===== src/design/glfba_pkg.sv =====
// ----------------------------------------------------------------------------
// glfba_pkg
// Shared types, codes and the control store of the grouped free-block
// allocator: payload structs, status codes, microcode word layout and the
// read-only microprogram with its dispatch map.
// ----------------------------------------------------------------------------
package glfba_pkg;

	// Fixed field widths of the request and response payloads.
	localparam int ID_W     = 10;
	localparam int FREE_W   = 11;
	localparam int STATUS_W = 2;

	localparam logic [FREE_W-1:0] FREE_MAX = '1;

	// Command codes.
	localparam logic CMD_FREE  = 1'b0;
	localparam logic CMD_ALLOC = 1'b1;

	// Status codes.
	localparam logic [STATUS_W-1:0] ST_OK     = 2'd0;
	localparam logic [STATUS_W-1:0] ST_EMPTY  = 2'd1;
	localparam logic [STATUS_W-1:0] ST_BAD_ID = 2'd2;

	typedef struct packed {
		logic            command;
		logic [ID_W-1:0] block_id;
	} req_t;

	typedef struct packed {
		logic [ID_W-1:0]     granted_id;
		logic [STATUS_W-1:0] status;
		logic [FREE_W-1:0]   free_total;
	} rsp_t;

	// Datapath actions selected by one microcode word.
	typedef enum logic [3:0] {
		OP_NOP,
		OP_FETCH,
		OP_SETUP,
		OP_PUSH,
		OP_POP,
		OP_BAD,
		OP_EMPTY,
		OP_SPILL,
		OP_SPILL_END,
		OP_RLD_FIRST,
		OP_RLD,
		OP_RLD_END,
		OP_EMIT
	} op_t;

	// Sequencing kinds.
	typedef enum logic [2:0] {
		J_NEXT,      // fall through
		J_GOTO,      // unconditional jump
		J_WAIT_IN,   // hold until a request transfer, then fall through
		J_DISPATCH,  // multiway jump on the decoded item class
		J_LOOP,      // jump to target while words remain, else fall through
		J_WAIT_OUT   // hold while the response register is full and not taken, then jump
	} jmp_t;

	// Item classes found in the decode step.
	typedef enum logic [2:0] {
		CLS_BAD_ID,
		CLS_EMPTY,
		CLS_PUSH,
		CLS_SPILL,
		CLS_POP,
		CLS_RELOAD
	} cls_t;

	localparam int UPC_W = 4;

	// Microprogram addresses.
	localparam logic [UPC_W-1:0] U_FETCH     = 4'd0;
	localparam logic [UPC_W-1:0] U_DECODE    = 4'd1;
	localparam logic [UPC_W-1:0] U_PUSH      = 4'd2;
	localparam logic [UPC_W-1:0] U_POP       = 4'd3;
	localparam logic [UPC_W-1:0] U_BAD       = 4'd4;
	localparam logic [UPC_W-1:0] U_EMPTY     = 4'd5;
	localparam logic [UPC_W-1:0] U_SPILL     = 4'd6;
	localparam logic [UPC_W-1:0] U_SPILL_END = 4'd7;
	localparam logic [UPC_W-1:0] U_RLD_FIRST = 4'd8;
	localparam logic [UPC_W-1:0] U_RLD       = 4'd9;
	localparam logic [UPC_W-1:0] U_RLD_END   = 4'd10;
	localparam logic [UPC_W-1:0] U_EMIT      = 4'd11;

	typedef struct packed {
		op_t              op;
		jmp_t             jmp;
		logic [UPC_W-1:0] target;
	} ucw_t;

	// Status returned by the datapath to the sequencer.
	typedef struct packed {
		logic accept;
		cls_t cls;
		logic more;
		logic out_busy;
	} dp_stat_t;

	// Control store.
	function automatic ucw_t ucode_rom(input logic [UPC_W-1:0] upc);
		ucw_t w;
		unique case (upc)
			U_FETCH:     w = '{op: OP_FETCH,     jmp: J_WAIT_IN,  target: U_FETCH};
			U_DECODE:    w = '{op: OP_SETUP,     jmp: J_DISPATCH, target: U_FETCH};
			U_PUSH:      w = '{op: OP_PUSH,      jmp: J_GOTO,     target: U_EMIT};
			U_POP:       w = '{op: OP_POP,       jmp: J_GOTO,     target: U_EMIT};
			U_BAD:       w = '{op: OP_BAD,       jmp: J_GOTO,     target: U_EMIT};
			U_EMPTY:     w = '{op: OP_EMPTY,     jmp: J_GOTO,     target: U_EMIT};
			U_SPILL:     w = '{op: OP_SPILL,     jmp: J_LOOP,     target: U_SPILL};
			U_SPILL_END: w = '{op: OP_SPILL_END, jmp: J_GOTO,     target: U_EMIT};
			U_RLD_FIRST: w = '{op: OP_RLD_FIRST, jmp: J_NEXT,     target: U_FETCH};
			U_RLD:       w = '{op: OP_RLD,       jmp: J_LOOP,     target: U_RLD};
			U_RLD_END:   w = '{op: OP_RLD_END,   jmp: J_GOTO,     target: U_EMIT};
			U_EMIT:      w = '{op: OP_EMIT,      jmp: J_WAIT_OUT, target: U_FETCH};
			default:     w = '{op: OP_NOP,       jmp: J_GOTO,     target: U_FETCH};
		endcase
		return w;
	endfunction

	// Dispatch map from item class to the first step of its routine.
	function automatic logic [UPC_W-1:0] dispatch(input cls_t cls);
		logic [UPC_W-1:0] a;
		unique case (cls)
			CLS_BAD_ID: a = U_BAD;
			CLS_EMPTY:  a = U_EMPTY;
			CLS_PUSH:   a = U_PUSH;
			CLS_SPILL:  a = U_SPILL;
			CLS_POP:    a = U_POP;
			CLS_RELOAD: a = U_RLD_FIRST;
			default:    a = U_FETCH;
		endcase
		return a;
	endfunction

endpackage


===== src/design/glfba_useq.sv =====
// ----------------------------------------------------------------------------
// glfba_useq
// Microcode sequencer: holds the step counter, reads the control word from
// the control store and picks the next step from the datapath status.
// ----------------------------------------------------------------------------
module glfba_useq (
	input  logic                clk,
	input  logic                arst_n,
	input  glfba_pkg::dp_stat_t stat,
	output glfba_pkg::ucw_t     ctl
);

	logic [glfba_pkg::UPC_W-1:0] upc_q;
	logic [glfba_pkg::UPC_W-1:0] upc_next;
	logic [glfba_pkg::UPC_W-1:0] upc_inc;

	assign ctl     = glfba_pkg::ucode_rom(upc_q);
	assign upc_inc = upc_q + glfba_pkg::UPC_W'(1);

	// Next-step selection.
	always_comb begin
		unique case (ctl.jmp)
			glfba_pkg::J_NEXT:     upc_next = upc_inc;
			glfba_pkg::J_GOTO:     upc_next = ctl.target;
			glfba_pkg::J_WAIT_IN:  upc_next = stat.accept ? upc_inc : upc_q;
			glfba_pkg::J_DISPATCH: upc_next = glfba_pkg::dispatch(stat.cls);
			glfba_pkg::J_LOOP:     upc_next = stat.more ? ctl.target : upc_inc;
			glfba_pkg::J_WAIT_OUT: upc_next = stat.out_busy ? upc_q : ctl.target;
			default:               upc_next = glfba_pkg::U_FETCH;
		endcase
	end

	// Step counter.
	always_ff @(posedge clk or negedge arst_n) begin
		if (!arst_n) begin
			upc_q <= glfba_pkg::U_FETCH;
		end else begin
			upc_q <= upc_next;
		end
	end

endmodule


===== config.mk =====
export PLATFORM = sky130hd
export DESIGN_NAME = glfba_useq
export DESIGN_NICKNAME = d
export VERILOG_FILES = /design/src/design/glfba_pkg.sv /design/src/design/glfba_useq.sv
export SDC_FILE = /design/constraint.sdc
export NUM_CORES = 1
export LEC_CHECK = 0
export BUFFER_PORTS_ARGS = -buffer_cell sky130_fd_sc_hd__buf_4
export CORE_MARGIN = 2
export CORE_UTILIZATION = 50
export CTS_BUF_LIST = sky130_fd_sc_hd__clkbuf_16
export CTS_CLUSTER_DIAMETER = 80
export CTS_CLUSTER_SIZE = 40
export DETAILED_ROUTE_END_ITERATION = 7
export PLACE_DENSITY = 0.86
export SYNTH_ARGS = -nofsm -noshare
export SYNTH_HDL_FRONTEND = slang
export SYNTH_SLANG_ARGS = --single-unit

===== constraint.sdc =====
create_clock -name clk -period 2.6 [get_ports clk]
set_input_delay 0.39 -clock clk [delete_from_list [all_inputs] [get_ports clk]]
set_output_delay 0.39 -clock clk [all_outputs]
set_load 0.02 [all_outputs]

==> key figures <==
Outcome
  – Outcome: finished, final reports clean

Worst setup path
  – Max incr delay on CP: 0.53 ns
  – CP startpoint kind: flip-flop
  – Crit-path cells: inv_1, ha_1, nor3b_2, o21bai_1, buf_4
  – WS Path Type: reg -> out
  – Crit Path Max Fanout: 11
  – CP max stage cell: dfrtp_1
  – Critical path endpoint category: output port
  – Crit path required time: 2.21 ns
  – CP arrival: 2.03 ns

STA
  – Fin crit share: 93.0%
  – Final hold vios: 0
  – Final min period: 2.42 ns
  – Achievable frequency: 0.414 GHz
  – Worst slew margin: 58.6%
  – Fin. max-slew vios: 0
  – Final worst slack: 0.183 ns
  – Final clock skew: 0.00273 ns
  – Least-Margin Pin Slew: 0.621 ns
  – Hold_ws: 0.494 ns
  – RSZ-0062 raised after global routing: no
  – Final setup fails: 0
  – Final setup TNS: 0 ns

Clock network
  – CTS H-tree lvls: 1
  – # clock sinks: 4
  – CTS-repair resized insts: 0
  – CTS root buffer: clkbuf_16
  – Total CTS buffers: 3
  – Max clock buf depth: 2
  – TritonCTS clock tree: built
  – Worst-path clk slew: 0.03 ns
  – Clk_lat worst skew: 0.22 ns

Detailed routing
  – Remaining DRCs: 0
  – DRT antenna net count: 0
  – 1st-iter DRT viols: 42
  – Routed wire length: 2080 µm
  – Pre-Repair DR Iteration Count: 4
  – Routed len/inst: 17.5 µm
  – Via count: 766
  – Vias per cell: 6.44

GRT
  – Largest net degree at the start of global routing: 22
  – GRT Overall Usage: 28.0%
  – Grt total ovfl: 0
  – Initial antenna violation count: 0
  – First-pass GRT wire length: 3010 µm
  – Number of global-route vias before repair: 642

Floorplan
  – IO Pins: 19
  – Area of the core: 1280 µm²
  – Die W: 40.9 µm
  – Initial Util: 53.0%
  – Die height: 40.9 µm
  – Core Rows: 13
  – Die area: 1670 µm²

Hold path
  – HP Class: in -> reg

Logic synthesis
  – Sequential fraction of the synthesis area: 14.7%
  – Leading area contributor after synthesis: dfrtp_1
  – Post-synth EDFFs: 0
  – Syn Nets: 104
  – Yosys reg bits: 4
  – Area share of the largest cell type after synthesis: 14.7%
  – Syn Area/Cell: 7.65 µm²
  – Most used DFF post-synth: dfrtp_1
  – Syn Inst Count: 89
  – Synth cell types: 39
  – Asr flop ratio synth: 100%
  – Synth area leaders: dfrtp_1 (15%), ha_1 (13%), a21oi_1 (5.9%), o21ai_0 (5.1%), a211oi_1 (4.4%)
  – Cell Area, Synth: 681 µm²
  – Synth warn: 0

Cells and area
  – Final core occ: 68.2%
  – Finished Layout Cells: 119
  – Most common cell after layout, fill and taps aside: buf_4
  – ANT cells: 0
  – Most frequent cells in the layout: buf_4 (18), a21oi_1 (8), o21ai_0 (7), ha_1 (7), inv_1 (6)
  – Share of layout cells above drive strength 1: 26.0%
  – Max reg flops: 4
  – Syn-to-layout area delta: 28.7%
  – # fillers: 108
  – Final instance area: 876 µm²
  – Reg with most FFs: upc_q
  – Top Registers: upc_q x4
  – Fin nets: 121

Power and ir drop
  – Total power: 1.39 mW
  – Combinational share of power: 68.0%
  – Clock network power share: 17.1%
  – Sw Pwr: 0.692 mW
  – Power Density: 1590 nW/µm²
  – Worst VDD drop: 1.13 mV
  – Net Sw Frac: 49.7%
  – P_leak: 0.408 nW
  – Flop pwr share: 14.9%
  – Int Pwr: 0.701 mW

Placed design
  – Routability Congestion: 0.957
  – DP Wirelength: 1440 µm
  – Area after DPL: 791 µm²
  – Placed cells: 115
  – Port bufs: 18
  – Pre-CTS WS: 0.473 ns

Run
  – Max-Cap Viols: 0
[power groups by stage]
stage | combinational [mW] | clock (mW) | sequential [mW]
after detailed placement | 0.921 | 0 | 0.202
after CTS | 0.944 | 0.240 | 0.203
after global routing | 1.02 | 0.244 | 0.216
final | 0.947 | 0.239 | 0.207
after floorplan | 0.740 | 0 | 0.118
after global placement | 0.910 | 0 | 0.202
[worst max-delay path: cells and delay by family (launching register included)]
| kind | cells | cell delay (ns) |
|---|---|---|
| fa+ha+maj | 1 | 0.33 |
| buf+inv | 2 | 0.41 |
| compound gates | 1 | 0.22 |
| simple gates | 1 | 0.31 |
| flops | 1 | 0.53 |
[cells by family after synthesis]
kind of cell,Yosys count,share of synthesized area [%]
XOR/XNOR,1,1.29
adder cells (fa/ha/maj),7,12.9
AO/OA/AOI/OAI,31,30.1
AND/OR/NAND/NOR,32,29.8
multiplexers,1,1.47
flip-flops,4,14.7
buffers and inverters,13,9.74
[routing by layer]
layer	part of all wire [%]	vias to the layer above	global-route usage, %
met1	42	364	33.8
met2	49	41	46.1
met3	6.1	6	8.15
met5	0	-	0
met4	2.5	0	10.8
li1	-	355	-
[path summary, 6_finish.rpt]
kind	start	end	slack, ns	depth (start not counted)
worst min-delay path	stat[2]	upc_q[3]	0.49	3
worst min register to register	upc_q[0]	upc_q[0]	0.80	2
worst max register to register	upc_q[0]	upc_q[0]	0.43	5
min in group asynchronous	arst_n	upc_q[0]	0.52	2
worst max-delay path	upc_q[0]	ctl[3]	0.18	5
max in group asynchronous	arst_n	upc_q[1]	1.97	2
[cell type report]
| class | count | area, µm² | share of cell area (%) |
|---|---|---|---|
| inverter | 6 | 22.5 | 2.57 |
| clock buffer | 3 | 75.1 | 8.57 |
| multi-input combinational | 72 | 514 | 58.7 |
| timing repair buffer | 19 | 145 | 16.6 |
| sequential | 4 | 100 | 11.4 |
| tap | 15 | 18.8 | 2.14 |
[Yosys cell counts (3+ instances only)]
master,count
a211oi_1,4
a21oi_1,8
dfrtp_1,4
ha_1,7
inv_1,6
nand2_1,5
nand2b_1,4
nand3_1,3
nor2_1,4
o21ai_0,7
[timing repair]
item,4_1_cts,5_1_grt
endpoints found under the hold margin,4,0
setup buffers,0,0
hold buffers,1,0
(Power assumes the default switching activity.)
