`src/design/glfba_pkg.sv`:
```
// ----------------------------------------------------------------------------
// glfba_pkg
// Shared types, codes and the control store of the grouped free-block
// allocator: payload structs, status codes, microcode word layout and the
// read-only microprogram with its dispatch map.
// ----------------------------------------------------------------------------
package glfba_pkg;

	// Fixed field widths of the request and response payloads.
	localparam int ID_W     = 10;
	localparam int FREE_W   = 11;
	localparam int STATUS_W = 2;

	localparam logic [FREE_W-1:0] FREE_MAX = '1;

	// Command codes.
	localparam logic CMD_FREE  = 1'b0;
	localparam logic CMD_ALLOC = 1'b1;

	// Status codes.
	localparam logic [STATUS_W-1:0] ST_OK     = 2'd0;
	localparam logic [STATUS_W-1:0] ST_EMPTY  = 2'd1;
	localparam logic [STATUS_W-1:0] ST_BAD_ID = 2'd2;

	typedef struct packed {
		logic            command;
		logic [ID_W-1:0] block_id;
	} req_t;

	typedef struct packed {
		logic [ID_W-1:0]     granted_id;
		logic [STATUS_W-1:0] status;
		logic [FREE_W-1:0]   free_total;
	} rsp_t;

	// Datapath actions selected by one microcode word.
	typedef enum logic [3:0] {
		OP_NOP,
		OP_FETCH,
		OP_SETUP,
		OP_PUSH,
		OP_POP,
		OP_BAD,
		OP_EMPTY,
		OP_SPILL,
		OP_SPILL_END,
		OP_RLD_FIRST,
		OP_RLD,
		OP_RLD_END,
		OP_EMIT
	} op_t;

	// Sequencing kinds.
	typedef enum logic [2:0] {
		J_NEXT,      // fall through
		J_GOTO,      // unconditional jump
		J_WAIT_IN,   // hold until a request transfer, then fall through
		J_DISPATCH,  // multiway jump on the decoded item class
		J_LOOP,      // jump to target while words remain, else fall through
		J_WAIT_OUT   // hold while the response register is full and not taken, then jump
	} jmp_t;

	// Item classes found in the decode step.
	typedef enum logic [2:0] {
		CLS_BAD_ID,
		CLS_EMPTY,
		CLS_PUSH,
		CLS_SPILL,
		CLS_POP,
		CLS_RELOAD
	} cls_t;

	localparam int UPC_W = 4;

	// Microprogram addresses.
	localparam logic [UPC_W-1:0] U_FETCH     = 4'd0;
	localparam logic [UPC_W-1:0] U_DECODE    = 4'd1;
	localparam logic [UPC_W-1:0] U_PUSH      = 4'd2;
	localparam logic [UPC_W-1:0] U_POP       = 4'd3;
	localparam logic [UPC_W-1:0] U_BAD       = 4'd4;
	localparam logic [UPC_W-1:0] U_EMPTY     = 4'd5;
	localparam logic [UPC_W-1:0] U_SPILL     = 4'd6;
	localparam logic [UPC_W-1:0] U_SPILL_END = 4'd7;
	localparam logic [UPC_W-1:0] U_RLD_FIRST = 4'd8;
	localparam logic [UPC_W-1:0] U_RLD       = 4'd9;
	localparam logic [UPC_W-1:0] U_RLD_END   = 4'd10;
	localparam logic [UPC_W-1:0] U_EMIT      = 4'd11;

	typedef struct packed {
		op_t              op;
		jmp_t             jmp;
		logic [UPC_W-1:0] target;
	} ucw_t;

	// Status returned by the datapath to the sequencer.
	typedef struct packed {
		logic accept;
		cls_t cls;
		logic more;
		logic out_busy;
	} dp_stat_t;

	// Control store.
	function automatic ucw_t ucode_rom(input logic [UPC_W-1:0] upc);
		ucw_t w;
		unique case (upc)
			U_FETCH:     w = '{op: OP_FETCH,     jmp: J_WAIT_IN,  target: U_FETCH};
			U_DECODE:    w = '{op: OP_SETUP,     jmp: J_DISPATCH, target: U_FETCH};
			U_PUSH:      w = '{op: OP_PUSH,      jmp: J_GOTO,     target: U_EMIT};
			U_POP:       w = '{op: OP_POP,       jmp: J_GOTO,     target: U_EMIT};
			U_BAD:       w = '{op: OP_BAD,       jmp: J_GOTO,     target: U_EMIT};
			U_EMPTY:     w = '{op: OP_EMPTY,     jmp: J_GOTO,     target: U_EMIT};
			U_SPILL:     w = '{op: OP_SPILL,     jmp: J_LOOP,     target: U_SPILL};
			U_SPILL_END: w = '{op: OP_SPILL_END, jmp: J_GOTO,     target: U_EMIT};
			U_RLD_FIRST: w = '{op: OP_RLD_FIRST, jmp: J_NEXT,     target: U_FETCH};
			U_RLD:       w = '{op: OP_RLD,       jmp: J_LOOP,     target: U_RLD};
			U_RLD_END:   w = '{op: OP_RLD_END,   jmp: J_GOTO,     target: U_EMIT};
			U_EMIT:      w = '{op: OP_EMIT,      jmp: J_WAIT_OUT, target: U_FETCH};
			default:     w = '{op: OP_NOP,       jmp: J_GOTO,     target: U_FETCH};
		endcase
		return w;
	endfunction

	// Dispatch map from item class to the first step of its routine.
	function automatic logic [UPC_W-1:0] dispatch(input cls_t cls);
		logic [UPC_W-1:0] a;
		unique case (cls)
			CLS_BAD_ID: a = U_BAD;
			CLS_EMPTY:  a = U_EMPTY;
			CLS_PUSH:   a = U_PUSH;
			CLS_SPILL:  a = U_SPILL;
			CLS_POP:    a = U_POP;
			CLS_RELOAD: a = U_RLD_FIRST;
			default:    a = U_FETCH;
		endcase
		return a;
	endfunction

endpackage

```
`src/design/glfba_dp.sv`:
```
// ----------------------------------------------------------------------------
// glfba_dp
// Allocator datapath: the resident group frame, the free counter, the store
// address and word counters, the result holding registers and the request
// and response handshakes. Every action is selected by the control word.
// ----------------------------------------------------------------------------
module glfba_dp #(
	parameter int GROUP_SIZE = 10,
	parameter int NUM_BLOCKS = 1024
) (
	input  logic                                          clk,
	input  logic                                          arst_n,
	input  glfba_pkg::ucw_t                               ctl,
	output glfba_pkg::dp_stat_t                           stat,
	input  logic                                          req_valid,
	output logic                                          req_ready,
	input  glfba_pkg::req_t                               req,
	output logic                                          rsp_valid,
	input  logic                                          rsp_ready,
	output glfba_pkg::rsp_t                               rsp,
	output logic                                          mem_we,
	output logic [$clog2(NUM_BLOCKS*(GROUP_SIZE+1))-1:0]  mem_addr,
	output logic [glfba_pkg::ID_W-1:0]                    mem_wdata,
	input  logic [glfba_pkg::ID_W-1:0]                    mem_rdata
);

	localparam int WORDS  = GROUP_SIZE + 1;
	localparam int WIDX_W = $clog2(WORDS);
	localparam int ADDR_W = $clog2(NUM_BLOCKS * WORDS);
	localparam int PROD_W = glfba_pkg::ID_W + $clog2(WORDS + 1);
	localparam int IDX_W  = glfba_pkg::ID_W + 1;

	localparam logic [WIDX_W-1:0]           LAST_WORD = WIDX_W'(WORDS - 1);
	localparam logic [IDX_W-1:0]            WORDS_I   = IDX_W'(WORDS);
	localparam logic [PROD_W-1:0]           WORDS_P   = PROD_W'(WORDS);
	localparam logic [glfba_pkg::ID_W-1:0]  CAP_LINK  = glfba_pkg::ID_W'(GROUP_SIZE);
	localparam logic [glfba_pkg::ID_W-1:0]  CAP_LAST  = glfba_pkg::ID_W'(GROUP_SIZE - 1);

	// Frame word 0 is the count, word 1 the link, the rest hold free ids.
	logic [glfba_pkg::ID_W-1:0]     frame_q [WORDS];
	logic                           cmd_q;
	logic [glfba_pkg::ID_W-1:0]     id_q;
	logic [glfba_pkg::FREE_W-1:0]   free_q;
	logic [ADDR_W-1:0]              addr_q;
	logic [WIDX_W-1:0]              wc_q;
	logic [glfba_pkg::ID_W-1:0]     res_granted_q;
	logic [glfba_pkg::STATUS_W-1:0] res_status_q;
	logic                           rsp_valid_q;
	glfba_pkg::rsp_t                rsp_q;

	logic [glfba_pkg::ID_W-1:0] count;
	logic [glfba_pkg::ID_W-1:0] link;
	logic                       linked;
	logic                       full;
	logic                       id_bad;
	logic [IDX_W-1:0]           push_idx;
	logic [IDX_W-1:0]           pop_idx;
	logic                       push_ok;
	logic                       pop_ok;
	logic [glfba_pkg::ID_W-1:0] pop_word;
	logic [glfba_pkg::ID_W-1:0] base;
	logic [PROD_W-1:0]          base_prod;
	logic                       accept;
	logic                       out_busy;
	logic                       free_inc;
	logic                       free_dec;

	assign count  = frame_q[0];
	assign link   = frame_q[1];
	assign linked = (link != '0);
	assign full   = count >= (linked ? CAP_LINK : CAP_LAST);
	assign id_bad = (id_q == '0) || (32'(id_q) >= NUM_BLOCKS);

	// The last group keeps its ids one word further up, after the zero link.
	assign push_idx = {1'b0, count} + (linked ? IDX_W'(1) : IDX_W'(2));
	assign pop_idx  = {1'b0, count} + (linked ? IDX_W'(0) : IDX_W'(1));
	assign push_ok  = push_idx < WORDS_I;
	assign pop_ok   = pop_idx < WORDS_I;
	assign pop_word = pop_ok ? frame_q[pop_idx[WIDX_W-1:0]] : '0;

	// Group image address: an allocate reloads from the link, a free spills
	// to the freed id.
	assign base      = (cmd_q == glfba_pkg::CMD_ALLOC) ? link : id_q;
	assign base_prod = PROD_W'(base) * WORDS_P;

	assign req_ready = (ctl.op == glfba_pkg::OP_FETCH);
	assign accept    = req_valid && req_ready;
	assign out_busy  = rsp_valid_q && !rsp_ready;
	assign rsp_valid = rsp_valid_q;
	assign rsp       = rsp_q;

	assign mem_we    = (ctl.op == glfba_pkg::OP_SPILL);
	assign mem_addr  = addr_q;
	assign mem_wdata = frame_q[0];

	assign free_inc = (ctl.op == glfba_pkg::OP_PUSH) || (ctl.op == glfba_pkg::OP_SPILL_END);
	assign free_dec = (ctl.op == glfba_pkg::OP_POP) || (ctl.op == glfba_pkg::OP_RLD_END);

	// Item classification for the dispatch step.
	always_comb begin
		stat.accept   = accept;
		stat.more     = (wc_q != LAST_WORD);
		stat.out_busy = out_busy;
		if (cmd_q == glfba_pkg::CMD_FREE) begin
			if (id_bad) begin
				stat.cls = glfba_pkg::CLS_BAD_ID;
			end else if (full) begin
				stat.cls = glfba_pkg::CLS_SPILL;
			end else begin
				stat.cls = glfba_pkg::CLS_PUSH;
			end
		end else begin
			if (count == '0) begin
				stat.cls = glfba_pkg::CLS_EMPTY;
			end else if ((count == glfba_pkg::ID_W'(1)) && linked) begin
				stat.cls = glfba_pkg::CLS_RELOAD;
			end else begin
				stat.cls = glfba_pkg::CLS_POP;
			end
		end
	end

	// Resident group frame. A spill rotates it once around through word 0;
	// a reload shifts store words in at the top.
	always_ff @(posedge clk or negedge arst_n) begin
		if (!arst_n) begin
			for (int i = 0; i < WORDS; i++) begin
				frame_q[i] <= '0;
			end
		end else begin
			unique case (ctl.op)
				glfba_pkg::OP_PUSH: begin
					frame_q[0] <= count + glfba_pkg::ID_W'(1);
					for (int i = 1; i < WORDS; i++) begin
						if (push_ok && (WIDX_W'(i) == push_idx[WIDX_W-1:0])) begin
							frame_q[i] <= id_q;
						end
					end
				end
				glfba_pkg::OP_POP: begin
					frame_q[0] <= count - glfba_pkg::ID_W'(1);
				end
				glfba_pkg::OP_SPILL: begin
					for (int i = 0; i < WORDS - 1; i++) begin
						frame_q[i] <= frame_q[i+1];
					end
					frame_q[WORDS-1] <= frame_q[0];
				end
				glfba_pkg::OP_SPILL_END: begin
					frame_q[0] <= glfba_pkg::ID_W'(1);
					frame_q[1] <= id_q;
				end
				glfba_pkg::OP_RLD: begin
					for (int i = 0; i < WORDS - 1; i++) begin
						frame_q[i] <= frame_q[i+1];
					end
					frame_q[WORDS-1] <= mem_rdata;
				end
				default: begin
				end
			endcase
		end
	end

	// Free counter, saturating at both ends.
	always_ff @(posedge clk or negedge arst_n) begin
		if (!arst_n) begin
			free_q <= '0;
		end else if (free_inc && (free_q != glfba_pkg::FREE_MAX)) begin
			free_q <= free_q + glfba_pkg::FREE_W'(1);
		end else if (free_dec && (free_q != '0)) begin
			free_q <= free_q - glfba_pkg::FREE_W'(1);
		end
	end

	// Request capture, store address and word counters, result fields.
	always_ff @(posedge clk) begin
		if (accept) begin
			cmd_q <= req.command;
			id_q  <= req.block_id;
		end
		unique case (ctl.op)
			glfba_pkg::OP_SETUP: begin
				addr_q <= ADDR_W'(base_prod);
				wc_q   <= '0;
			end
			glfba_pkg::OP_PUSH, glfba_pkg::OP_SPILL_END: begin
				res_granted_q <= '0;
				res_status_q  <= glfba_pkg::ST_OK;
			end
			glfba_pkg::OP_POP: begin
				res_granted_q <= pop_word;
				res_status_q  <= glfba_pkg::ST_OK;
			end
			glfba_pkg::OP_BAD: begin
				res_granted_q <= '0;
				res_status_q  <= glfba_pkg::ST_BAD_ID;
			end
			glfba_pkg::OP_EMPTY: begin
				res_granted_q <= '0;
				res_status_q  <= glfba_pkg::ST_EMPTY;
			end
			glfba_pkg::OP_RLD_FIRST: begin
				// The link block itself is handed out before the frame is replaced.
				res_granted_q <= link;
				res_status_q  <= glfba_pkg::ST_OK;
				addr_q        <= addr_q + ADDR_W'(1);
			end
			glfba_pkg::OP_SPILL, glfba_pkg::OP_RLD: begin
				addr_q <= addr_q + ADDR_W'(1);
				wc_q   <= wc_q + WIDX_W'(1);
			end
			default: begin
			end
		endcase
	end

	// Response register: loaded in the emit step once the previous response
	// has been transferred.
	always_ff @(posedge clk or negedge arst_n) begin
		if (!arst_n) begin
			rsp_valid_q <= 1'b0;
		end else if ((ctl.op == glfba_pkg::OP_EMIT) && !out_busy) begin
			rsp_valid_q <= 1'b1;
		end else if (rsp_ready) begin
			rsp_valid_q <= 1'b0;
		end
	end

	always_ff @(posedge clk) begin
		if ((ctl.op == glfba_pkg::OP_EMIT) && !out_busy) begin
			rsp_q.granted_id <= res_granted_q;
			rsp_q.status     <= res_status_q;
			rsp_q.free_total <= free_q;
		end
	end

endmodule

```
`config.mk`:
```
export PLATFORM = sky130hd
export DESIGN_NAME = glfba_dp
export DESIGN_NICKNAME = d
export VERILOG_FILES = /design/src/design/glfba_pkg.sv /design/src/design/glfba_dp.sv
export SDC_FILE = /design/constraint.sdc
export NUM_CORES = 1
export LEC_CHECK = 0
export CAP_MARGIN = 10
export CORE_ASPECT_RATIO = 0.75
export CORE_MARGIN = 3
export CORE_UTILIZATION = 60
export CTS_CLUSTER_SIZE = 28
export DETAILED_ROUTE_END_ITERATION = 10
export DONT_BUFFER_PORTS = 1
export MAX_ROUTING_LAYER = met4
export PLACE_DENSITY = 0.76
export SLEW_MARGIN = 15
export SYNTH_ARGS = -nofsm -noshare
export SYNTH_HDL_FRONTEND = slang
export SYNTH_SLANG_ARGS = --single-unit
export TNS_END_PERCENT = 20
```
`constraint.sdc`:
```
create_clock -name clk -period 6.35 [get_ports clk]
set_input_delay 0.635 -clock clk [delete_from_list [all_inputs] [get_ports clk]]
set_output_delay 0.635 -clock clk [all_outputs]
set_load 0.005 [all_outputs]
```
==> out/summary.log, run 1 <==
qor: logic_synthesis.synthMostInstantiatedCell sky130_fd_sc_hd__nand2_1
qor: drt.drcViolationCount 0
qor: setup_path.end_kind flip-flop
qor: logic_synthesis.post-synth-top-area-cell sky130_fd_sc_hd__dfrtp_1
qor: setup_path.wp_data_required 6.62 ns
qor: cells_and_area.num-fill-cells 1425
qor: setup_path.worst_setup_ep mem_addr[12]
qor: logic_synthesis.mappedNetlistArea 11800 µm²
qor: cells_and_area.layout-drive-gt1-share 0.100
qor: die.floorplan.initialDensity 0.626
qor: sta.worstMarginPinSlew 1.16 ns
qor: logic_synthesis.yosys_most_used_dff sky130_fd_sc_hd__dfrtp_1
qor: drt.avgRoutedWirePerCell 22.7 µm
qor: sta.period_share 0.649
qor: global_route.grt_max_degree 123
qor: sta.skew 0.00848 ns
qor: global_route.first_global_vias 9115
qor: clock_network.number_of_buffers_created_by_cts 17
qor: sta.hold_viol_final 0
qor: power.swShare 0.374
qor: clock_network.clock_tree.root_cell sky130_fd_sc_hd__clkbuf_16
qor: power.power_density_over_the_cells 363 nW/µm²
qor: power.vdd_drop_max 0.176 mV
qor: setup_path.critical_path_arrival 4.39 ns
qor: logic_synthesis.postSynthRegisterBits 186
qor: cells_and_area.finish.net_count 1235
qor: sta.maxClockFrequency 243 MHz
qor: sta.slew_violations 0
qor: clock_network.cts_h_tree_depth 4
qor: setup_path.crit_path_start cmd_q
qor: global_route.grt_remaining_overflow 0
qor: drt.avgViaCountPerCell 6.81
qor: logic_synthesis.synth_enable_flop_cells 64
qor: cells_and_area.area_growth_syn_to_layout 5.70%
qor: clock_network.cts_tree built
qor: logic_synthesis.seq_area_frac_synth 0.421
qor: power.power_report.internal_total 0.00284 W
qor: hold_path.hold_path_class primary input to asynchronous set/reset pin
qor: logic_synthesis.yosys_warnings 0
qor: global_route.grt_pass1_wl 50500 µm
qor: die.die_h 128 µm
qor: setup_path.crit_fanout 13
qor: power.comb_power_share 0.339
qor: clock_network.cts.clk_slew.worst_paths 0.07 ns
qor: cells_and_area.storage_element_area 4970 µm²
qor: place.dpl.hpwl 22500 µm
qor: place.gpl.final_weighted_congestion 0.939
qor: die.die-area 21400 µm²
qor: clock_network.cts-root-to-sink-buffers 2
qor: power.clock_power_share 0.237
qor: setup_path.crit-reg2reg-launch cmd_q
qor: logic_synthesis.synth_top_area_share 0.258
qor: die.die_width 168 µm
qor: setup_path.timing.setup.critical_path_class flip-flop to flip-flop
qor: logic_synthesis.synth.area.top_cells sky130_fd_sc_hd__dfrtp_1 26%, sky130_fd_sc_hd__edfxtp_1 16%, sky130_fd_sc_hd__nand2_1 4.8%
qor: setup_path.number_of_cells_traversed_by_the_worst_register_to_register_path 13
qor: place.placement.io_buffers 0
qor: cells_and_area.final_design_area_no_fill 12500 µm²
qor: logic_synthesis.synth_area_per_inst 9.89 µm²
qor: power.power.leakage 5.11 nW
qor: clock_network.clk-insertion-delay-late 0.44 ns
qor: sta.setup_repair_after_global_routing_missed_its_margin no
qor: sta.max-slew-margin-rel 0.220
qor: run_status.status finished, final reports clean
qor: job.cap_violations 0
qor: setup_path.crit_path_start_kind flip-flop
qor: drt.dr_total_vias 9570
qor: power.portion_of_total_power_attributed_to_sequential_cells 0.424
qor: sta.timing.final.setup_violations 0
qor: setup_path.rrSetupSlack 2.23 ns
qor: sta.minimum_clock_period_after_layout 4.12 ns
qor: sta.finalSetupTns 0 ns
qor: logic_synthesis.yosysUniqueCellTypes 78
qor: die.std_cell_rows 43
qor: drt.route.antenna.remaining_nets 0
qor: drt.drt_first_iter_violations 1362
qor: clock_network.post-cts-setup-buffer-count 0
qor: logic_synthesis.synthesized_netlist_net_count 1285
qor: logic_synthesis.netlist_instances 1195
qor: drt.dr.pass1.iters 7
qor: die.design.portCount 92
qor: global_route.antenna_found_initial 1
qor: drt.routed_wirelength 31900 µm
qor: logic_synthesis.synth_async_sr_flop_share 0.656
qor: die.placeableCoreArea 18900 µm²
qor: cells_and_area.multi_input_area 6120 µm²
qor: power.power_switching 0.00170 W
qor: clock_network.clkSinkCount 186
qor: global_route.grt_use_total 0.310
qor: logic_synthesis.synth.top_cells.by_count 151 x sky130_fd_sc_hd__nand2_1, 122 x sky130_fd_sc_hd__dfrtp_1, 102 x sky130_fd_sc_hd__inv_1
qor: setup_path.worstReg2RegEnd mem_addr[12]
qor: place.placedInstanceArea 11900 µm²
==> worst min-delay path by stage <==
stage	from	end	cells past startpoint
3_3_place_gp	arst_n	free_q[0]	0
6_report	arst_n	free_q[1]	1
4_1_cts	arst_n	free_q[10]	1
5_1_grt	arst_n	free_q[1]	1
2_1_floorplan	arst_n	frame_q[0]	0
3_5_place_dp	arst_n	free_q[0]	0
==> metrics by stage <==
| stage | setup WS [ns] | total power (W) | instances | hold slack [ns] | util |
|---|---|---|---|---|---|
| 2_1_floorplan | 2.73 | 0.00305 | 1195 | 0.339 | - |
| 3_3_place_gp | 2.40 | 0.00336 | 1372 | 0.345 | 0.629 |
| 3_5_place_dp | 2.30 | 0.00342 | 1372 | 0.345 | 0.629 |
| 4_1_cts | 2.25 | 0.00451 | 1405 | 0.182 | 0.661 |
| 5_1_grt | 1.91 | 0.00480 | 1406 | 0.193 | 0.661 |
| 6_report | 2.23 | 0.00453 | 1406 | 0.129 | 0.661 |
==> timing repair <==
| action | CTS | global route |
|---|---|---|
| gates resized for setup | 0 | 0 |
| hold buffers | 1 | 0 |
| endpoints found under the hold margin | 122 | 0 |
==> layer usage <==
layer / part of all wire / track usage / routed length (µm)
met5: 0 / - / 0
met4: 0.029 / 0.107 / 926
met2: 0.43 / 0.439 / 13800
met3: 0.12 / 0.0897 / 3780
met1: 0.42 / 0.432 / 13400
==> critical path, cell delays in order, from the launching register on <==
cell and delay (ns):
sky130_fd_sc_hd__edfxtp_1 0.80, sky130_fd_sc_hd__mux2i_1 0.44, sky130_fd_sc_hd__inv_1 0.14, sky130_fd_sc_hd__ha_1 0.30, sky130_fd_sc_hd__inv_1 0.05, sky130_fd_sc_hd__fa_1 0.50, sky130_fd_sc_hd__inv_1 0.04, sky130_fd_sc_hd__ha_1 0.32
sky130_fd_sc_hd__o21ai_0 0.09, sky130_fd_sc_hd__o21bai_1 0.23, sky130_fd_sc_hd__a21oi_1 0.16, sky130_fd_sc_hd__o31ai_1 0.29, sky130_fd_sc_hd__mux2_2 0.38, sky130_fd_sc_hd__a211oi_1 0.22
==> cell usage in the layout, fill, tap and decap left out, types with 23 or more instances in the layout <==
| cell | synthesis | layout |
|---|---|---|
| sky130_fd_sc_hd__nand2_1 | 151 | 151 |
| sky130_fd_sc_hd__xor2_1 | 23 | 23 |
| sky130_fd_sc_hd__a21oi_1 | 40 | 40 |
| sky130_fd_sc_hd__ha_1 | 45 | 44 |
| sky130_fd_sc_hd__inv_1 | 102 | 102 |
| sky130_fd_sc_hd__nor2_1 | 66 | 64 |
| sky130_fd_sc_hd__o221ai_1 | 52 | 52 |
| sky130_fd_sc_hd__edfxtp_1 | 64 | 64 |
| sky130_fd_sc_hd__dfrtp_1 | 122 | 122 |
| sky130_fd_sc_hd__nand3_1 | 41 | 41 |
| sky130_fd_sc_hd__mux2i_1 | 31 | 31 |
| sky130_fd_sc_hd__a221o_1 | 26 | 26 |
| sky130_fd_sc_hd__o21ai_0 | 73 | 73 |
==> logic make-up (layout without fill, tap and decap cells) <==
kind of cell / after synthesis / count (layout) / synth area share
AOI/OAI and AO/OA: 301 / 301 / 0.187
xor gates and xnor gates: 46 / 46 / 0.0347
adders and majority gates: 55 / 55 / 0.0638
buffers and inverters: 184 / 147 / 0.0657
DFF: 186 / 186 / 0.421
muxes: 71 / 71 / 0.0835
other: 0 / 1 / 0
and+or+nand+nor: 352 / 352 / 0.144
==> state kept, by name, summed over array words and instances (netlist names), 2 cells and up <==
| signal | flops |
|---|---|
| frame_q | 90 |
| free_q | 11 |
| id_q | 10 |
| link | 10 |
| mem_addr | 14 |
| mem_wdata | 10 |
| res_granted_q | 10 |
| res_status_q | 2 |
| rsp | 23 |
| wc_q | 4 |
==> layout make-up <==
type                            count  share of cell area
Multi-Input combinational cell    825               0.490
Sequential cell                   186               0.398
Clock buffer                       17              0.0341
Inverter                          102              0.0307
Tap cell                          247              0.0248
Clock inverter                     15              0.0121
Timing Repair Buffer               13             0.00942
Antenna cell                        1            0.000200
==> power by group through the flow <==
stage | registers [W] | clock network, W | logic [W]
floorplan | 0.00178 | 0 | 0.00127
global placement | 0.00191 | 0 | 0.00145
detailed placement | 0.00193 | 0 | 0.00150
CTS | 0.00190 | 0.00108 | 0.00152
global route | 0.00196 | 0.00112 | 0.00172
finish | 0.00192 | 0.00108 | 0.00154
No activity file was read; power rests on OpenSTA's default activity.
==> inputs of run 2 (changes only) <==
--- a/config.mk
+++ b/config.mk
@@ -5,6 +5,7 @@
 export SDC_FILE = /design/constraint.sdc
 export NUM_CORES = 1
 export LEC_CHECK = 0
+export ABC_AREA = 1
 export CAP_MARGIN = 10
 export CORE_ASPECT_RATIO = 0.75
 export CORE_MARGIN = 3
==> constraint.sdc (replaced) <==
create_clock -name clk -period 3.95 [get_ports clk]
set_input_delay 0.395 -clock clk [delete_from_list [all_inputs] [get_ports clk]]
set_output_delay 0.395 -clock clk [all_outputs]
set_load 0.005 [all_outputs]
==> run 2 against run 1 <==
Critical path depth unchanged. Sequential power increased by 48%. Count of clock-buffer cells in the layout is 1 higher. Worst hold slack got worse by 0.089 ns. Critical path type is now flip-flop to primary output. Non-clock buffer count up 14. Combinational power grew 100%. Synthesized cell count is 36% higher. Routed wire length grew 10%. Power grew 71%. Synthesized area increased by 2.6%.
==> out/summary.log, run 2 <==
qor: power.power_density_over_the_cells 603 nW/µm² [+66%]
qor: sta.minimum_clock_period_after_layout 3.67 ns
qor: cells_and_area.most_used_cells_in_the_layout_excluding_fill_and_tap_cells 565 x sky130_fd_sc_hd__nand2_1, 194 x sky130_fd_sc_hd__nand3_1, 148 x sky130_fd_sc_hd__inv_1
qor: sta.period_share 0.930
qor: global_route.grt_remaining_overflow 0 [unchanged]
qor: logic_synthesis.netlist_instances 1627 [+36%]
qor: cells_and_area.antenna-diode-count 0 [-1]
qor: drt.dr_total_vias 11.2k [+17%]
qor: cells_and_area.final_common_cell sky130_fd_sc_hd__nand2_1
qor: drt.drcViolationCount 0 [unchanged]
qor: setup_path.rrSetupSlack 0.36 ns [-1.87 ns]
qor: power.power.leakage 6.18 nW [+21%]
qor: logic_synthesis.yosys_warnings 0 [unchanged]
qor: setup_path.critical_path_arrival 3.28 ns [-1.11 ns]
qor: place.placed_cells_incl_taps 1828 [+33%]
qor: hold_path.hold_depth 0
qor: clock_network.cts.clk_slew.worst_paths 0.08 ns [about the same]
qor: setup_path.end_kind primary output
qor: place.placedInstanceArea 12200 µm² [+2.4%]
qor: clock_network.cts-root-to-sink-buffers 2 [unchanged]
qor: logic_synthesis.synth_top_area_share 0.252 [-0.00643]
qor: sta.hold_viol_final 0 [unchanged]
qor: drt.avgViaCountPerCell 6.02 [-12%]
qor: logic_synthesis.post-synth-top-area-cell sky130_fd_sc_hd__dfrtp_1
qor: global_route.antenna_found_initial 0 [-1]
qor: setup_path.critical-path-slowest-cell sky130_fd_sc_hd__ha_1
qor: sta.timing.final.setup_violations 0 [unchanged]
qor: logic_synthesis.synth_area_per_inst 7.45 µm² [-25%]
qor: clock_network.clock_tree.root_cell sky130_fd_sc_hd__clkbuf_16
qor: drt.dr.pass1.iters 5 [-2]
qor: sta.setup_repair_after_global_routing_missed_its_margin no
qor: global_route.grt_pass1_wl 55200 µm [+9.4%]
qor: clock_network.post-cts-setup-buffer-count 0 [unchanged]
qor: logic_synthesis.synthesized_netlist_net_count 1717 [+34%]
qor: die.placeableCoreArea 19600 µm² [+3.8%]
qor: logic_synthesis.yosysUniqueCellTypes 42 [-46%]
qor: cells_and_area.area_growth_syn_to_layout 5.85%
qor: die.die-area 21900 µm² [+2.4%]
qor: setup_path.timing.setup.critical_path_class flip-flop to primary output
qor: setup_path.crit_path_start_kind flip-flop
qor: logic_synthesis.synth_async_sr_flop_share 0.656 [unchanged]
qor: place.dpl.hpwl 24800 µm [+10%]
qor: clock_network.cts_h_tree_depth 4 [unchanged]
qor: sta.maxClockFrequency 272 MHz
qor: die.floorplan.initialDensity 0.618 [-0.00742]
qor: hold_path.hold_path_class primary input to flip-flop
qor: clock_network.cts_tree built
qor: global_route.first_global_vias 10.1k [+11%]
qor: logic_synthesis.postSynthRegisterBits 186 [unchanged]
qor: setup_path.cpPeakStageDelay 0.48 ns [-0.32 ns]
qor: sta.slew_violations 0 [unchanged]
qor: clock_network.number_of_buffers_created_by_cts 17 [unchanged]
qor: global_route.grt_use_total 0.333 [+0.0228]
qor: setup_path.cp_cell_sequence inv_1, nand3_1, nor4_1, buf_4, ha_1, buf_4, buf_4, nand2_1, nand2_1, a21oi_1, a21oi_1, o21ai_0, nand2_1
qor: logic_synthesis.mappedNetlistArea 12100 µm² [+2.6%]
qor: cells_and_area.finish.net_count 1686 [+37%]
qor: power.report.power.total 0.00773 W [+71%]
qor: place.placement.io_buffers 0 [unchanged]
qor: die.design.portCount 92 [unchanged]
qor: logic_synthesis.synth_enable_flop_cells 64 [unchanged]
qor: cells_and_area.final_design_area_no_fill 12800 µm² [+2.7%]
qor: die.die_h 129 µm [+1.2%]
qor: die.std_cell_rows 44 [+2.3%]
qor: power.vdd_drop_max 0.299 mV [+70%]
qor: setup_path.wp_data_required 3.56 ns [-3.06 ns]
qor: logic_synthesis.seq_area_frac_synth 0.411 [-0.0105]
qor: clock_network.clkSinkCount 186 [unchanged]
qor: sta.finalSetupTns 0 ns [unchanged]
qor: setup_path.cp.depth 13 [unchanged]
qor: drt.route.antenna.remaining_nets 0 [unchanged]
qor: logic_synthesis.yosys_most_used_dff sky130_fd_sc_hd__dfrtp_1
qor: job.cap_violations 0 [unchanged]
qor: global_route.grt_max_degree 123 [unchanged]
qor: cells_and_area.filler_free_cell_count_of_the_finished_design 1862 [+32%]
qor: logic_synthesis.synth.area.top_cells sky130_fd_sc_hd__dfrtp_1 25%, sky130_fd_sc_hd__nand2_1 18%, sky130_fd_sc_hd__edfxtp_1 16%
qor: setup_path.critical_path.n_buffers_inverters 4 [+1]
qor: setup_path.kind_of_cell_with_the_highest_combined_delay_on_the_critical_path buffers and inverters
qor: drt.avgRoutedWirePerCell 18.9 µm [-17%]
qor: sta.max-slew-margin-rel 0.239 [+0.0193]
qor: sta.worstMarginPinSlew 1.14 ns [-0.0200 ns]
qor: die.die_width 170 µm [+1.2%]
qor: sta.skew 0.0101 ns [+0.00163 ns]
qor: cells_and_area.max_reg_flops 90 [unchanged]
qor: setup_path.crit_fanout 23 [+10]
qor: run_status.status finished, final reports clean
qor: logic_synthesis.synth.top_cells.by_count 565 x sky130_fd_sc_hd__nand2_1, 194 x sky130_fd_sc_hd__nand3_1, 148 x sky130_fd_sc_hd__inv_1
qor: clock_network.clk-insertion-delay-late 0.45 ns [about the same]
qor: setup_path.number_of_cells_traversed_by_the_worst_register_to_register_path 19 [+6]
qor: logic_synthesis.synthMostInstantiatedCell sky130_fd_sc_hd__nand2_1
qor: drt.routed_wirelength 35200 µm [+10%]
qor: drt.drt_first_iter_violations 1471 [+8.0%]
qor: cells_and_area.registers.top_by_ff_count frame_q
qor: cells_and_area.layout-drive-gt1-share 0.0547 [-0.0455]
qor: place.gpl.final_weighted_congestion 0.987 [+5.1%]
[run 2: cell count changes in the layout (fill, tap and decap cells not counted), moves of 31 or more]
| cell | previous run | this run |
|---|---|---|
| sky130_fd_sc_hd__inv_1 | 102 | 148 |
| sky130_fd_sc_hd__mux2i_1 | 31 | 0 |
| sky130_fd_sc_hd__nand2_1 | 151 | 565 |
| sky130_fd_sc_hd__nand3_1 | 41 | 194 |
| sky130_fd_sc_hd__o21ai_0 | 73 | 121 |
| sky130_fd_sc_hd__o221ai_1 | 52 | 4 |
[run 2: metrics by stage]
| step | worst slack [ns] | utilization | hold WS, ns |
|---|---|---|---|
| final | 0.277 | 0.654 | 0.0396 |
| after global routing | 0.0744 | 0.654 | 0.0244 |
| after CTS | 0.383 | 0.654 | 0.0286 |
| after detailed placement | 0.420 | 0.621 | 0.102 |
| after global placement | 0.486 | 0.621 | 0.102 |
| after floorplan | 0.765 | - | 0.0994 |
[run 2: final timing paths]
kind / start / to
hold / removal: req[3] / id_q[3]
max in group asynchronous: arst_n / mem_wdata[9]
setup reg to reg: link[4] / link[4]
min in group asynchronous: arst_n / free_q[3]
hold reg to reg: res_granted_q[9] / rsp[22]
setup / recovery: link[4] / stat[2]
[run 2: report_power, final]
part           switching (W)  total (W)  internal, W  leakage [nW]
combinational        0.00207    0.00311      0.00104          3.76
sequential          0.000432    0.00284      0.00240          2.12
clock               0.000858    0.00179     0.000929         0.300
total                0.00336    0.00773      0.00438          6.18
[run 2: logic make-up after synthesis]
family,count (synthesis),share of synthesized area
xor gates and xnor gates,33,0.0239
AOI/OAI and AO/OA,239,0.111
DFF,186,0.411
buffers and inverters,230,0.0856
and+or+nand+nor,885,0.308
adders and majority gates,54,0.0614
[run 2: cell type report]
class                   count  area [µm²]
clock buffers              18         439
clock inverters            14         183
fillers                  1741        6780
inverters                 153         574
multi-input cells        1211        6110
flip-flops and latches    186        4970
well taps                 253         317
repair buffers             27         225
[run 2: timing repair]
| item | 4_1_cts | 5_1_grt |
|---|---|---|
| endpoints found under the setup margin | 0 | 1 |
| hold buffers | 2 | 0 |
| hold endpoints to repair | 122 | 0 |
| resized for setup | 0 | 1 |
[run 2: metal layers]
| layer | part of all wire | global-route usage | up-vias | routed length, µm |
|---|---|---|---|---|
| li1 | - | - | 5296 | - |
| met1 | 0.44 | 0.485 | 5193 | 15600 |
| met2 | 0.41 | 0.461 | 642 | 14600 |
| met3 | 0.12 | 0.0820 | 76 | 4100 |
| met4 | 0.027 | 0.101 | 0 | 953 |
| met5 | 0 | - | - | 0 |
==> inputs of run 3 (changes only) <==
--- a/config.mk
+++ b/config.mk
@@ -10,6 +10,7 @@
 export CORE_ASPECT_RATIO = 0.75
 export CORE_MARGIN = 3
 export CORE_UTILIZATION = 60
+export CTS_BUF_LIST = sky130_fd_sc_hd__clkbuf_16
 export CTS_CLUSTER_SIZE = 28
 export DETAILED_ROUTE_END_ITERATION = 10
 export DONT_BUFFER_PORTS = 1
==> run 3 against run 2 <==
Worst hold slack gained 0.00059 ns. Register-to-register slack hardly changed. First-iteration DRC count decreased by 9.4%. Combinational power hardly changed. Sequential share of layout area about the same. Via count is essentially flat. Die area stayed put. Non-clock buffer count did not move. Power decreased by 0.17%. Clock power is essentially flat. Largest power group unchanged.
==> out/summary.log, run 3 (synthesis results as in run 2) <==
qor: drt.dr.pass1.iters 6 [+1]
qor: job.cap_violations 0 [unchanged]
qor: setup_path.crit_fanout 23 [unchanged]
qor: die.floorplan.initialDensity 0.618 [unchanged]
qor: setup_path.end_kind primary output
qor: cells_and_area.final_core_util 0.654 [about the same]
qor: clock_network.clk-insertion-delay-late 0.45 ns [about the same]
qor: setup_path.critical_path_arrival 3.30 ns [+0.02 ns]
qor: drt.drt_first_iter_violations 1332 [-9.4%]
qor: power.power_density_over_the_cells 603 nW/µm² [about the same]
qor: run_status.status finished, final reports clean
qor: place.pre_cts_ws 0.420 ns [unchanged]
qor: global_route.grt_max_degree 123 [unchanged]
qor: drt.dr_total_vias 11.2k [-0.071%]
qor: cells_and_area.antenna-diode-count 0 [unchanged]
qor: sta.worstMarginPinSlew 1.15 ns [+0.0119 ns]
qor: power.power.leakage 6.17 nW [about the same]
qor: cells_and_area.most_used_cells_in_the_layout_excluding_fill_and_tap_cells 565 x sky130_fd_sc_hd__nand2_1, 194 x sky130_fd_sc_hd__nand3_1, 148 x sky130_fd_sc_hd__inv_1
qor: clock_network.cts_h_tree_depth 4 [unchanged]
qor: cells_and_area.max_reg_flops 90 [unchanged]
qor: cells_and_area.area_growth_syn_to_layout 5.76% [about the same]
qor: clock_network.number_of_buffers_created_by_cts 17 [unchanged]
qor: sta.setup_repair_after_global_routing_missed_its_margin no
qor: hold_path.hold_path_class primary input to flip-flop
qor: power.vdd_drop_max 0.298 mV [-0.27%]
qor: clock_network.clkSinkCount 186 [unchanged]
qor: global_route.globalRoute.busiestLayer met1
qor: global_route.met1_usage 0.485 [about the same]
qor: cells_and_area.registers.top_by_ff_count frame_q
qor: setup_path.critical-path-slowest-cell sky130_fd_sc_hd__ha_1
qor: cells_and_area.finish.net_count 1686 [unchanged]
qor: drt.avgRoutedWirePerCell 19.0 µm [+0.29%]
qor: die.std_cell_rows 44 [unchanged]
qor: setup_path.cpPeakStageDelay 0.48 ns [about the same]
qor: die.die_width 170 µm [unchanged]
qor: sta.hold_viol_final 0 [unchanged]
qor: die.die-area 21900 µm² [unchanged]
qor: sta.slew_violations 0 [unchanged]
qor: global_route.first_global_vias 10.1k [+0.069%]
qor: setup_path.wp_data_required 3.56 ns [about the same]
qor: setup_path.critical_path.n_buffers_inverters 4 [unchanged]
qor: sta.skew 0.0103 ns [+0.000156 ns]
qor: die.placeableCoreArea 19600 µm² [unchanged]
qor: global_route.grt_use_total 0.333 [unchanged]
qor: cells_and_area.final_common_cell sky130_fd_sc_hd__nand2_1
qor: sta.maxClockFrequency 271 MHz [-0.54%]
qor: drt.route.antenna.remaining_nets 0 [unchanged]
qor: global_route.use_met3 0.0830 [+0.000915]
qor: clock_network.clock_tree.root_cell sky130_fd_sc_hd__clkbuf_16
qor: setup_path.crit_path_start_kind flip-flop
qor: setup_path.cp_cell_sequence inv_1, nand3_1, nor4_1, buf_4, ha_1, buf_4, buf_4, nand2_1, nand2_1, a21oi_1, a21oi_1, o21ai_0, nand2_1
qor: global_route.antenna_found_initial 0 [unchanged]
qor: setup_path.kind_of_cell_with_the_highest_combined_delay_on_the_critical_path buffers and inverters
qor: drt.routed_wirelength 35300 µm [+0.29%]
qor: global_route.grt_remaining_overflow 0 [unchanged]
qor: place.dpl.hpwl 24800 µm [unchanged]
qor: clock_network.cts_tree built
qor: place.gpl.final_weighted_congestion 0.987 [unchanged]
qor: place.placement.io_buffers 0 [unchanged]
qor: global_route.gr-usage-met2 0.461 [about the same]
qor: power.report.power.total 0.00772 W [-0.17%]
qor: sta.hold_slack 0.0402 ns [+0.000594 ns]
qor: drt.avgViaCountPerCell 6.01 [about the same]
qor: sta.timing.final.setup_violations 0 [unchanged]
qor: setup_path.timing.setup.critical_path_class flip-flop to primary output
qor: sta.period_share 0.935 [+0.00504]
qor: sta.finalSetupTns 0 ns [unchanged]
qor: sta.setup_slack 0.257 ns [-0.0199 ns]
qor: drt.drcViolationCount 0 [unchanged]
qor: cells_and_area.layout-drive-gt1-share 0.0541 [-0.000622]
qor: sta.max-slew-margin-rel 0.231 [-0.00794]
qor: global_route.grt_pass1_wl 55200 µm [about the same]
qor: die.design.portCount 92 [unchanged]
qor: clock_network.cts.clk_slew.worst_paths 0.07 ns [about the same]
qor: clock_network.cts-root-to-sink-buffers 2 [unchanged]
qor: die.die_h 129 µm [unchanged]
qor: sta.minimum_clock_period_after_layout 3.69 ns [+0.0199 ns]
==> run 3: changes by cell type in the layout (fill, tap and decap cells not counted) <==
cell	delta
sky130_fd_sc_hd__clkinv_1	+1
sky130_fd_sc_hd__clkbuf_8	-1
==> run 3: routing by layer <==
metal	routed length [µm]	part of all wire
met1	15700	0.44
met2	14600	0.41
met3	4070	0.12
met4	935	0.026
met5	0	0
==> run 3: stage by stage <==
| stage | std cells | instance area (µm²) |
|---|---|---|
| 3_3_place_gp | 1828 | 12200 |
| 5_1_grt | 1862 | 12800 |
| 3_5_place_dp | 1828 | 12200 |
| 2_1_floorplan | 1627 | 12100 |
| 6_report | 1862 | 12800 |
| 4_1_cts | 1862 | 12800 |
==> run 3: cell type report <==
cell class,count,area [µm²]
Clock inverter,15,186
Timing Repair Buffer,27,225
Sequential cell,186,4970
Fill cell,1743,6790
Clock buffer,17,425
Inverter,153,574
Tap cell,253,317
Multi-Input combinational cell,1211,6110
==> run 3: path summary, 6_finish.rpt <==
check / startpoint / end / depth (start not counted) / slack (ns)
worst max-delay path: link[4] / stat[2] / 13 / 0.26
worst min-delay path: req[9] / id_q[9] / 0 / 0.04
worst max register to register: link[4] / link[4] / 19 / 0.35
worst min register to register: res_granted_q[9] / rsp[22] / 0 / 0.42
max in group asynchronous: arst_n / mem_wdata[9] / 2 / 2.82
min in group asynchronous: arst_n / free_q[3] / 2 / 0.53
==> run 3: repair_timing <==
item	in CTS	in global routing
hold buffers	2	0
endpoints found under the hold margin	122	0
setup buffers	0	0
resized for setup	0	1
endpoints found under the setup margin	0	1
==> run 3: where the power goes <==
group	internal (W)	switching, W
clock network	0.000910	0.000865
registers	0.00240	0.000431
logic	0.00104	0.00207
